===== src/rtl/assert_macros.svh =====
// Assertion macros for the RTL files, included by the engine.
`ifndef ASSERT_MACROS_SVH
`define ASSERT_MACROS_SVH
`ifndef SYNTH
`define ASSERT_ALWAYS(label, cond, msg) \
    label: assert property (@(posedge i_clk) disable iff (!i_rst_n) (cond)) else $error(msg);
`define ASSERT_IMPL(label, ante, cons, msg) \
    label: assert property (@(posedge i_clk) disable iff (!i_rst_n) (ante) |-> (cons)) \
        else $error(msg);
`else
`define ASSERT_ALWAYS(label, cond, msg)
`define ASSERT_IMPL(label, ante, cons, msg)
`endif
`endif


===== src/rtl/swrl_pkg.sv =====
// Shared types and constants of the sliding window rate limiter.
package swrl_pkg;
    localparam int TIME_W  = 40;
    localparam int WAIT_W  = 31;
    localparam int MODE_W  = 2;
    localparam int KEY_W   = 2;
    localparam int BURST_W = 5;
    localparam int NUM_CFG = 4;
    localparam int ADDR_W  = 4;
    localparam int DATA_W  = 32;

    typedef enum logic [MODE_W-1:0] {
        MODE_START = 2'd0,
        MODE_QUERY = 2'd1,
        MODE_CLEAR = 2'd2,
        MODE_NONE  = 2'd3
    } t_mode;

    typedef logic [TIME_W-1:0] t_time;
    typedef logic [WAIT_W-1:0] t_wait;
endpackage


===== src/rtl/swrl_if.sv =====
// Request and response channel interfaces.
interface swrl_req_if import swrl_pkg::*; ();
    logic                valid;
    logic                ready;
    logic [MODE_W-1:0]   mode;
    logic [KEY_W-1:0]    key;
    logic [BURST_W-1:0]  burst;
    logic [TIME_W-1:0]   now_ms;
    modport source (output valid, mode, key, burst, now_ms, input ready);
    modport sink   (input valid, mode, key, burst, now_ms, output ready);
endinterface

interface swrl_rsp_if import swrl_pkg::*; ();
    logic              valid;
    logic              ready;
    logic [WAIT_W-1:0] wait_ms;
    logic              log_full;
    modport source (output valid, wait_ms, log_full, input ready);
    modport sink   (input valid, wait_ms, log_full, output ready);
endinterface


===== src/rtl/sliding_window_rate_limiter_unit.sv =====
// Top level of the sliding window rate limiter.
// Channel   Direction  Handshake
// i_req     in         valid/ready: mode, key, burst, now_ms
// o_rsp     out        valid/ready: wait_ms, log_full
// APB       in         psel/penable/pwrite, pready tied high
// Start reads log entries up to the first live one, query reads all of them,
// via the memory's single read port; clear and disabled requests read none.
// Reset is synchronous and clears all log heads, counts and intervals.
// A new item is taken while the previous result waits in the output register.
module sliding_window_rate_limiter_unit import swrl_pkg::*; #(
    parameter int NUM_KEYS  = 4,
    parameter int LOG_DEPTH = 16
) (
    input  logic              i_clk,
    input  logic              i_rst_n,
    swrl_req_if.sink          i_req,
    swrl_rsp_if.source        o_rsp,
    input  logic              psel,
    input  logic              penable,
    input  logic              pwrite,
    input  logic [ADDR_W-1:0] paddr,
    input  logic [DATA_W-1:0] pwdata,
    output logic [DATA_W-1:0] prdata,
    output logic              pready
);
    t_wait interval [NUM_KEYS];
    logic  clear;

    swrl_regs #(.NUM_KEYS(NUM_KEYS)) u_regs (
        .i_clk, .i_rst_n, .psel, .penable, .pwrite, .paddr, .pwdata,
        .prdata, .pready, .i_clear(clear), .o_interval(interval)
    );

    swrl_engine #(.NUM_KEYS(NUM_KEYS), .LOG_DEPTH(LOG_DEPTH)) u_engine (
        .i_clk, .i_rst_n, .i_req, .o_rsp, .i_interval(interval), .o_clear(clear)
    );
endmodule


===== src/rtl/swrl_regs.sv =====
// APB register bank holding the per-key interval registers.
module swrl_regs import swrl_pkg::*; #(
    parameter int NUM_KEYS = 4
) (
    input  logic              i_clk,
    input  logic              i_rst_n,
    input  logic              psel,
    input  logic              penable,
    input  logic              pwrite,
    input  logic [ADDR_W-1:0] paddr,
    input  logic [DATA_W-1:0] pwdata,
    output logic [DATA_W-1:0] prdata,
    output logic              pready,
    input  logic              i_clear,
    output t_wait             o_interval [NUM_KEYS]
);
    t_wait r_interval [NUM_KEYS];
    logic  wr_en;

    assign pready = 1'b1;
    assign wr_en  = psel && penable && pwrite;

    always_ff @(posedge i_clk) begin
        for (int k = 0; k < NUM_KEYS; k++) begin
            if (!i_rst_n || i_clear) begin
                r_interval[k] <= '0;
            end else if (wr_en && k < NUM_CFG && 32'(paddr[3:2]) == k) begin
                r_interval[k] <= pwdata[WAIT_W-1:0];
            end
        end
    end

    always_comb begin
        prdata = '0;
        for (int k = 0; k < NUM_KEYS; k++) begin
            if (k < NUM_CFG && 32'(paddr[3:2]) == k) begin
                prdata = {1'b0, r_interval[k]};
            end
        end
    end

    assign o_interval = r_interval;
endmodule


===== src/rtl/swrl_engine.sv =====
// Sequencer that walks the per-key timestamp logs held in one memory.
module swrl_engine import swrl_pkg::*; #(
    parameter int NUM_KEYS  = 4,
    parameter int LOG_DEPTH = 16
) (
    input  logic  i_clk,
    input  logic  i_rst_n,
    swrl_req_if.sink   i_req,
    swrl_rsp_if.source o_rsp,
    input  t_wait i_interval [NUM_KEYS],
    output logic  o_clear
);
    `include "assert_macros.svh"

    localparam int KW = (NUM_KEYS > 1) ? $clog2(NUM_KEYS) : 1;
    localparam int DW = $clog2(LOG_DEPTH);
    localparam int CW = $clog2(LOG_DEPTH + 1);

    typedef enum logic [3:0] {
        S_IDLE, S_POP, S_PCHK, S_QRD, S_QCHK, S_CALC, S_WR, S_DONE
    } t_state;

    t_state          r_state;
    t_mode           r_mode;
    logic [KW-1:0]   r_key;
    logic [BURST_W-1:0] r_burst;
    t_time           r_now;
    t_wait           r_ivl;
    logic [CW-1:0]   r_idx;
    logic [CW-1:0]   r_recent;
    logic            r_found;
    t_time           r_age;
    t_wait           r_wait;
    logic            r_full;
    logic [DW-1:0]   r_head  [NUM_KEYS];
    logic [CW-1:0]   r_count [NUM_KEYS];
    logic            r_out_valid;
    t_wait           r_out_wait;
    logic            r_out_full;
    logic            r_clear;

    t_time           mem [NUM_KEYS][LOG_DEPTH];
    t_time           r_rd_data;
    logic            rd_en;
    logic            wr_en;
    logic [DW-1:0]   mem_idx;

    logic [DW-1:0]   head_k;
    logic [CW-1:0]   count_k;
    logic [CW-1:0]   offset;
    logic [DW:0]     sum;
    t_time           age;
    logic            expired;
    logic signed [TIME_W+1:0] diff;
    t_wait           clamped;
    logic            limited;

    assign head_k  = r_head[r_key];
    assign count_k = r_count[r_key];

    // Slot index of head plus offset, wrapped around the log depth.
    always_comb begin
        offset = (r_state == S_WR) ? count_k : r_idx;
        sum = (DW+1)'(head_k) + (DW+1)'(offset);
        if (sum >= (DW+1)'(LOG_DEPTH)) begin
            sum = sum - (DW+1)'(LOG_DEPTH);
        end
        mem_idx = sum[DW-1:0];
    end

    assign rd_en = (r_state == S_POP && count_k != '0) ||
                   (r_state == S_QRD && r_idx < count_k);
    assign wr_en = (r_state == S_WR) && (count_k < CW'(LOG_DEPTH));

    always_ff @(posedge i_clk) begin
        if (rd_en) begin
            r_rd_data <= mem[r_key][mem_idx];
        end
        if (wr_en) begin
            mem[r_key][mem_idx] <= r_now + TIME_W'(r_wait);
        end
    end

    // Age is read as a signed 40-bit difference.
    assign age     = r_now - r_rd_data;
    assign expired = !age[TIME_W-1] && (age[TIME_W-2:0] >= (TIME_W-1)'(r_ivl));
    assign diff    = $signed({11'b0, r_ivl}) - $signed({{2{r_age[TIME_W-1]}}, r_age});
    always_comb begin
        if (diff < 0) begin
            clamped = '0;
        end else if (diff > $signed((TIME_W+2)'({WAIT_W{1'b1}}))) begin
            clamped = '1;
        end else begin
            clamped = diff[WAIT_W-1:0];
        end
    end
    assign limited = (r_mode == MODE_START)
                   ? (count_k != '0 && 32'(count_k) >= 32'(r_burst))
                   : (r_found && 32'(r_recent) >= 32'(r_burst));

    assign i_req.ready    = (r_state == S_IDLE);
    assign o_rsp.valid    = r_out_valid;
    assign o_rsp.wait_ms  = r_out_wait;
    assign o_rsp.log_full = r_out_full;
    assign o_clear        = r_clear;

    always_ff @(posedge i_clk) begin
        if (!i_rst_n) begin
            r_state     <= S_IDLE;
            r_key       <= '0;
            r_out_valid <= 1'b0;
            r_clear     <= 1'b0;
            for (int k = 0; k < NUM_KEYS; k++) begin
                r_head[k]  <= '0;
                r_count[k] <= '0;
            end
        end else begin
            r_clear <= (r_state == S_IDLE) && i_req.valid && (i_req.mode == MODE_CLEAR);
            // In the result state the output register is reloaded instead.
            if (o_rsp.valid && o_rsp.ready && r_state != S_DONE) begin
                r_out_valid <= 1'b0;
            end
            unique case (r_state)
                S_IDLE: begin
                    if (i_req.valid) begin
                        r_mode   <= t_mode'(i_req.mode);
                        r_key    <= i_req.key[KW-1:0];
                        r_burst  <= i_req.burst;
                        r_now    <= i_req.now_ms;
                        r_ivl    <= i_interval[i_req.key[KW-1:0]];
                        r_idx    <= '0;
                        r_recent <= '0;
                        r_found  <= 1'b0;
                        r_wait   <= '0;
                        r_full   <= 1'b0;
                        r_state  <= S_DONE;
                        if (i_req.mode == MODE_CLEAR) begin
                            for (int k = 0; k < NUM_KEYS; k++) begin
                                r_head[k]  <= '0;
                                r_count[k] <= '0;
                            end
                        end else if ((i_req.mode == MODE_START || i_req.mode == MODE_QUERY)
                                     && 32'(i_req.key) < NUM_KEYS
                                     && i_interval[i_req.key[KW-1:0]] != '0
                                     && i_req.burst != '0) begin
                            r_state <= (i_req.mode == MODE_START) ? S_POP : S_QRD;
                        end
                    end
                end
                S_POP: begin
                    r_state <= (count_k != '0) ? S_PCHK : S_CALC;
                end
                S_PCHK: begin
                    if (expired) begin
                        r_head[r_key]  <= (32'(head_k) == LOG_DEPTH - 1)
                                          ? '0 : head_k + 1'b1;
                        r_count[r_key] <= count_k - 1'b1;
                        r_state        <= S_POP;
                    end else begin
                        r_age   <= age;
                        r_state <= S_CALC;
                    end
                end
                S_QRD: begin
                    r_state <= (r_idx < count_k) ? S_QCHK : S_CALC;
                end
                S_QCHK: begin
                    if (!expired) begin
                        r_recent <= r_recent + 1'b1;
                        if (!r_found || $signed(age) > $signed(r_age)) begin
                            r_age   <= age;
                            r_found <= 1'b1;
                        end
                    end
                    r_idx   <= r_idx + 1'b1;
                    r_state <= S_QRD;
                end
                S_CALC: begin
                    r_wait  <= limited ? clamped : '0;
                    r_state <= (r_mode == MODE_START) ? S_WR : S_DONE;
                end
                S_WR: begin
                    if (wr_en) begin
                        r_count[r_key] <= count_k + 1'b1;
                    end else begin
                        r_full <= 1'b1;
                    end
                    r_state <= S_DONE;
                end
                S_DONE: begin
                    if (!r_out_valid || o_rsp.ready) begin
                        r_out_valid <= 1'b1;
                        r_out_wait  <= r_wait;
                        r_out_full  <= r_full;
                        r_state     <= S_IDLE;
                    end
                end
                default: r_state <= S_IDLE;
            endcase
        end
    end

    `ASSERT_ALWAYS(a_count_bound, r_count[r_key] <= CW'(LOG_DEPTH), "log count above depth")
    `ASSERT_IMPL(a_pchk_after_pop, r_state == S_PCHK, $past(r_state) == S_POP, "check without read")
    `ASSERT_IMPL(a_full_start, r_state == S_DONE && r_full, r_mode == MODE_START, "full outside start")
    `ASSERT_IMPL(a_write_start, wr_en, r_mode == MODE_START && r_state == S_WR, "stray log write")
endmodule

===== src/flat_wrapper.sv =====
// flat-port wrapper written by rule: the top's interface ports become plain ports
module sliding_window_rate_limiter_unit_flat import swrl_pkg::*;
#(
    parameter int NUM_KEYS  = 4,
    parameter int LOG_DEPTH = 16
)
  (i_clk, i_rst_n, psel, penable, pwrite, paddr, pwdata, prdata, pready, i_req_valid, i_req_mode, i_req_key, i_req_burst, i_req_now_ms, i_req_ready, o_rsp_valid, o_rsp_wait_ms, o_rsp_log_full, o_rsp_ready);
  swrl_req_if i_req_i ();
  swrl_rsp_if o_rsp_i ();
  input  logic i_clk;
  input  logic i_rst_n;
  input  logic psel;
  input  logic penable;
  input  logic pwrite;
  input  logic [ADDR_W-1:0] paddr;
  input  logic [DATA_W-1:0] pwdata;
  output logic [DATA_W-1:0] prdata;
  output logic pready;
  input wire logic [$bits(i_req_i.valid)-1:0] i_req_valid;
  input wire logic [$bits(i_req_i.mode)-1:0] i_req_mode;
  input wire logic [$bits(i_req_i.key)-1:0] i_req_key;
  input wire logic [$bits(i_req_i.burst)-1:0] i_req_burst;
  input wire logic [$bits(i_req_i.now_ms)-1:0] i_req_now_ms;
  output wire logic [$bits(i_req_i.ready)-1:0] i_req_ready;
  output wire logic [$bits(o_rsp_i.valid)-1:0] o_rsp_valid;
  output wire logic [$bits(o_rsp_i.wait_ms)-1:0] o_rsp_wait_ms;
  output wire logic [$bits(o_rsp_i.log_full)-1:0] o_rsp_log_full;
  input wire logic [$bits(o_rsp_i.ready)-1:0] o_rsp_ready;
  assign i_req_i.valid = i_req_valid;
  assign i_req_i.mode = i_req_mode;
  assign i_req_i.key = i_req_key;
  assign i_req_i.burst = i_req_burst;
  assign i_req_i.now_ms = i_req_now_ms;
  assign i_req_ready = i_req_i.ready;
  assign o_rsp_valid = o_rsp_i.valid;
  assign o_rsp_wait_ms = o_rsp_i.wait_ms;
  assign o_rsp_log_full = o_rsp_i.log_full;
  assign o_rsp_i.ready = o_rsp_ready;
  sliding_window_rate_limiter_unit #(.NUM_KEYS(NUM_KEYS), .LOG_DEPTH(LOG_DEPTH)) u_core (.i_clk(i_clk), .i_rst_n(i_rst_n), .i_req(i_req_i), .o_rsp(o_rsp_i), .psel(psel), .penable(penable), .pwrite(pwrite), .paddr(paddr), .pwdata(pwdata), .prdata(prdata), .pready(pready));
endmodule

===== config.mk =====
export PLATFORM = sky130hd
export DESIGN_NAME = sliding_window_rate_limiter_unit_flat
export DESIGN_NICKNAME = d
export VERILOG_FILES = /design/src/rtl/swrl_pkg.sv /design/src/rtl/swrl_if.sv /design/src/rtl/sliding_window_rate_limiter_unit.sv /design/src/rtl/swrl_regs.sv /design/src/rtl/swrl_engine.sv /design/src/flat_wrapper.sv
export VERILOG_INCLUDE_DIRS = /design/src /design/src/rtl
export SDC_FILE = /design/constraint.sdc
export NUM_CORES = 2
export LEC_CHECK = 0
export ABC_CLOCK_PERIOD_IN_PS = 10400
export BUFFER_PORTS_ARGS = -buffer_cell sky130_fd_sc_hd__buf_4
export CORE_AREA = 2 2 522 524
export CTS_CLUSTER_SIZE = 16
export DETAILED_ROUTE_END_ITERATION = 16
export DIE_AREA = 0 0 524 526
export SETUP_SLACK_MARGIN = 0.3
export SKIP_CTS_REPAIR_TIMING = 1
export SLEW_MARGIN = 20
export SYNTH_ARGS = -nofsm -noshare
export SYNTH_HDL_FRONTEND = slang
export SYNTH_SLANG_ARGS = --single-unit
export TNS_END_PERCENT = 5

===== constraint.sdc =====
create_clock -name i_clk -period 10.4 [get_ports i_clk]
set_input_delay 0.52 -clock i_clk [delete_from_list [all_inputs] [get_ports i_clk]]
set_output_delay 0.52 -clock i_clk [all_outputs]
set_load 0.01 [all_outputs]

==> summary.md <==
| Metric | Value |
|---|---|
| Share of cells above drive strength 1 | `between 20% and 30%` |
| Clk_lat worst skew | `960 ps` |
| # rows | `191` |
| Pwr dens | `250 nW/um^2` |
| Largest net degree at the start of global routing | `149` |
| CP Class | `flip-flop to flip-flop` |
| Htree depth | `5` |
| Main synth FF type | `edfxtp_1` |
| Filler cells | `21.2k` |
| Via/cell ratio | `6.10` |
| Reg-to-reg slack, setup | `between 3000 and 4000 ps` |
| DRC violations left | `0` |
| Fmax | `149 MHz` |
| Nets@finish | `between 6k and 7k` |
| Seq/Total Area, Yosys | `72.3%` |
| Clock power frac | `31.6%` |
| Die Wd | `524 um` |
| Largest delay share family, worst path | `compound AO/OA/AOI/OAI gates` |
| Number of global-route vias before repair | `between 60k and 70k` |
| Slew Viols, Final | `0` |
| Switch share | `29.9%` |
| Crit path to | `u_core.u_engine.r_age[3]$_DFFE_PP_` |
| Worst path depth | `22` |
| GRT overflow | `0` |
| First-pass GRT wire length | `459000 um` |
| Lkg Pwr | `44.0 nW` |
| Type of the most critical hold path | `input port to flip-flop` |
| Syn Area/Cell | `19.9 sq um` |
| Slew @ Worst Pin | `1210 ps` |
| Number of synthesized flops with an enable pin | `around 2.8k` |
| TritonCTS clock tree | `done` |
| Drt initial violations | `between 7k and 8k` |
| Worst Slack Setup Final | `3690 ps` |
| Post-route minimum period | `6710 ps` |
| Peak supply drop | `0.201 mV` |
| Area delta synth->final | `14.6%` |
| WL/cell | `31.8 um` |
| Worst rel slew slack | `19.7%` |
| Synth unique cells | `97` |
| Placeable Area | `~270000 sq um` |
| Multi-input logic area | `32700 sq um` |
| Post-DP HPWL | `184000 um` |
| CP max FO | `40` |
| Length in cells of the worst reg-to-reg path | `22` |
| Inserted Clock Buffers | `between 300 and 400` |
| Status | `complete, no violations` |
| Post-route clock period utilization | `64.6%` |
| Gpl congestion | `between 0.8 and 0.9` |
| Met3 WL | `25000 um` |
| Max layer used | `met5` |
| PortBufs | `153` |
| # IOs | `159` |
| Instance count of the mapped netlist | `6073` |
| Syn Nets | `6365` |
| Die height | `526 um` |
| Internal power | `~24 mW` |
| R2r endpoint | `u_core.u_engine.r_age[3]$_DFFE_PP_` |
| Met2 wire length | `159000 um` |
| Starting density of the core | `between 40 and 50%` |
| Clock root buffer | `clkbuf_16` |
| Reg2reg start | `u_core.u_engine.r_now[0]$_DFFE_PP_` |
| Dpl ws | `around 3500 ps` |
| Sequential power share | `42.5%` |
| Crit path buffers/inverters | `2` |
| Worst setup SP type | `flip-flop` |
| Unrepaired setup endpoints after global routing | `no` |
| Max Cap Violations | `0` |
| Critical Path Max Stage Delay | `720 ps` |
| Worst setup EP type | `flip-flop` |
| Clk buf depth | `4` |
| Slowest cell on crit path | `and4bb_4` |
| Clock tree sinks | `2962` |
| DRT antenna net count | `0` |
| Final setup skew | `73.5 ps` |
| Syn Std Cell Area | `121000 sq um` |
| NetSw | `10.4 mW` |
| Die Area | `roughly 280000 sq um` |
| Combinational share of power | `approximately 26%` |
| Yosys reg bits | `2962` |
| Worst-path cell chain | `inv_1, ha_1, inv_1, fa_1, a211oi_1, o21ai_1, nand3_2, nand3_1, a21oi_1, o21bai_1, xor2_1, ha_1, a21o_1, a21o_1, a211oi_1, nand2_1, a221oi_1, nor2_1, a2111oi_2, nand4b_2, o21ai_4, and4bb_4` |
| Post-synthesis async set-or-reset flop share | `0%` |
| Fin. Hold Viols | `0` |
| Critical Path Source | `u_core.u_engine.r_now[0]$_DFFE_PP_` |
| Total track usage | `23.6%` |
| Worst Path Required | `10980 ps` |
| Vias post-DR | `62.8k` |
| Worst-path clk slew | `around 60 ps` |
| Routed met1 length | `135000 um` |
| FF/Latch Area | `87600 sq um` |
| Fin util | `51.4%` |
| Setup tns final | `0 ps` |
| Initial antenna violation count | `17` |
| First-pass iteration count of the detailed router | `6` |
| Final wirelength | `327000 um` |
| CP arrival | `7300 ps` |
| Final setup vio count | `0` |
| Yosys warnings | `0` |
-- cell usage in the layout (no fill, tap or decap), types with 19 or more instances in the layout --
cell type,n
clkbuf_1,50
o21ai_0,76
clkinv_1,69
a21o_1,61
xnor2_2,19
nor4_1,32
nor3_1,32
a21oi_1,283
dfxtp_1,131
or3_1,21
o22ai_1,19
mux4_2,911
nand4_1,35
nor2b_1,27
clkbuf_16,331
nor2_4,70
bufinv_16,23
inv_1,167
edfxtp_1,2829
clkinv_2,44
xor2_1,30
ha_1,194
buf_4,290
nand3_1,39
nand2_1,367
nor2_1,102
dlygate4sd3_1,82
o21a_1,25
xnor2_1,37
-- sequential cells by signal, summed over array words and instances (netlist names), 16 cells and up, named ones only --
name and flops:
u_core.u_engine.r_rd_data 40, u_core.u_engine.r_ivl 31, u_core.u_engine.r_head 16, u_core.u_regs.o_interval 124, u_core.u_engine.r_now 40, u_core.u_engine.o_rsp.wait_ms 31
u_core.u_engine.mem 2560, u_core.u_engine.r_wait 31, u_core.u_engine.r_count 20, u_core.u_engine.r_age 40
-- cells in the mapped netlist, types with 5 or more instances --
| cell | number | share of area, % |
|---|---|---|
| edfxtp_1 | 2829 | 70 |
| mux4_2 | 911 | 17 |
| nand2_1 | 368 | 1.1 |
| a21oi_1 | 284 | 1.2 |
| clkbuf_1 | 209 | 0.65 |
| ha_1 | 195 | 2.0 |
| nor2_1 | 170 | 0.53 |
| inv_1 | 167 | 0.52 |
| dfxtp_1 | 133 | 2.2 |
| o21ai_0 | 76 | 0.31 |
| a21o_1 | 61 | 0.38 |
| xnor2_1 | 56 | 0.40 |
| xor2_1 | 46 | 0.33 |
| buf_2 | 43 | 0.18 |
| nand3_1 | 40 | 0.17 |
| nand4_1 | 35 | 0.18 |
| nor3_1 | 34 | 0.14 |
| buf_1 | 32 | 0.099 |
| nor4_1 | 32 | 0.17 |
| nor2b_1 | 27 | 0.14 |
| o21a_1 | 25 | 0.15 |
| or3_1 | 21 | 0.11 |
| nand2b_1 | 19 | 0.098 |
| o22ai_1 | 19 | 0.098 |
| and3_1 | 18 | 0.093 |
| o21bai_1 | 16 | 0.099 |
| a211oi_1 | 15 | 0.093 |
| a31oi_1 | 14 | 0.072 |
| and2_1 | 11 | 0.057 |
| o211ai_1 | 11 | 0.068 |
| buf_6 | 9 | 0.084 |
| mux2i_1 | 7 | 0.058 |
| o21ai_1 | 6 | 0.025 |
| or2_2 | 6 | 0.031 |
| a2111oi_0 | 5 | 0.036 |
| a221oi_1 | 5 | 0.036 |
| and4_1 | 5 | 0.036 |
| fa_1 | 5 | 0.083 |
| o2111ai_1 | 5 | 0.036 |
-- cell families after synthesis --
family,count (synthesis),share of synthesized area (%)
other cells,2,0.00620
simple gates,811,3.07
fa+ha+maj,200,2.10
mux,920,17.0
xor+xnor,103,0.760
flops,2962,72.3
compound gates,609,3.18
buf+inv,466,1.56
-- worst min path at each step --
stage | startpoint | to | slack (ps) | cells past startpoint
finish | i_req_key[1] | u_core.u_engine.r_key[1]$_SDFFE_PN0P_ | 250 | 3
global route | i_req_key[1] | u_core.u_engine.r_key[1]$_SDFFE_PN0P_ | 210 | 3
CTS | i_req_now_ms[16] | u_core.u_engine.r_now[16]$_DFFE_PP_ | -340 | 1
detailed placement | u_core.u_engine.r_full$_DFFE_PP_ | u_core.u_engine.o_rsp.log_full$_DFFE_PP_ | 430 | 0
global placement | u_core.u_engine.r_full$_DFFE_PP_ | u_core.u_engine.o_rsp.log_full$_DFFE_PP_ | 440 | 0
floorplan | u_core.u_engine.r_full$_DFFE_PP_ | u_core.u_engine.o_rsp.log_full$_DFFE_PP_ | 400 | 0
-- power by group through the flow --
stage	registers, mW	clock network [mW]	logic (mW)
global placement	15.0	0	8.82
detailed placement	15.0	0	8.97
finish	14.8	11.0	9.00
global route	14.8	11.6	9.67
CTS	14.8	11.2	8.99
floorplan	15.0	0	5.88
-- stage by stage --
stage	instance area [sq um]	hold WS [ps]	instances	total power, mW
3_3_place_gp	128000	444	9642	23.8
6_report	139000	252	10293	34.8
5_1_grt	139000	209	10290	36.1
3_5_place_dp	128000	434	9651	24.0
2_1_floorplan	121000	400	6073	20.9
4_1_cts	138000	-337	10204	34.9
-- final cells by class --
cell class                      instances  area share, %
Timing Repair Buffer                  391           2.43
Clock buffer                          386           6.15
Tap cell                             3570           3.22
Sequential cell                      2962           63.1
Clock inverter                        167           1.04
Inverter                              168          0.454
Multi-Input combinational cell       2645           23.6
Antenna cell                            4        0.00721
-- worst min-delay path, stage by stage --
cell     delay [ps]
buf_4           300
mux2i_1         220
nor2b_1          80
-- per-layer routing --
metal	vias to the layer above	track usage (%)
met5	-	0
met1	33786	33.5
met4	8	5.85
li1	25885	-
met3	463	4.24
met2	2639	37.9
No activity file was read; power rests on OpenSTA's default activity.
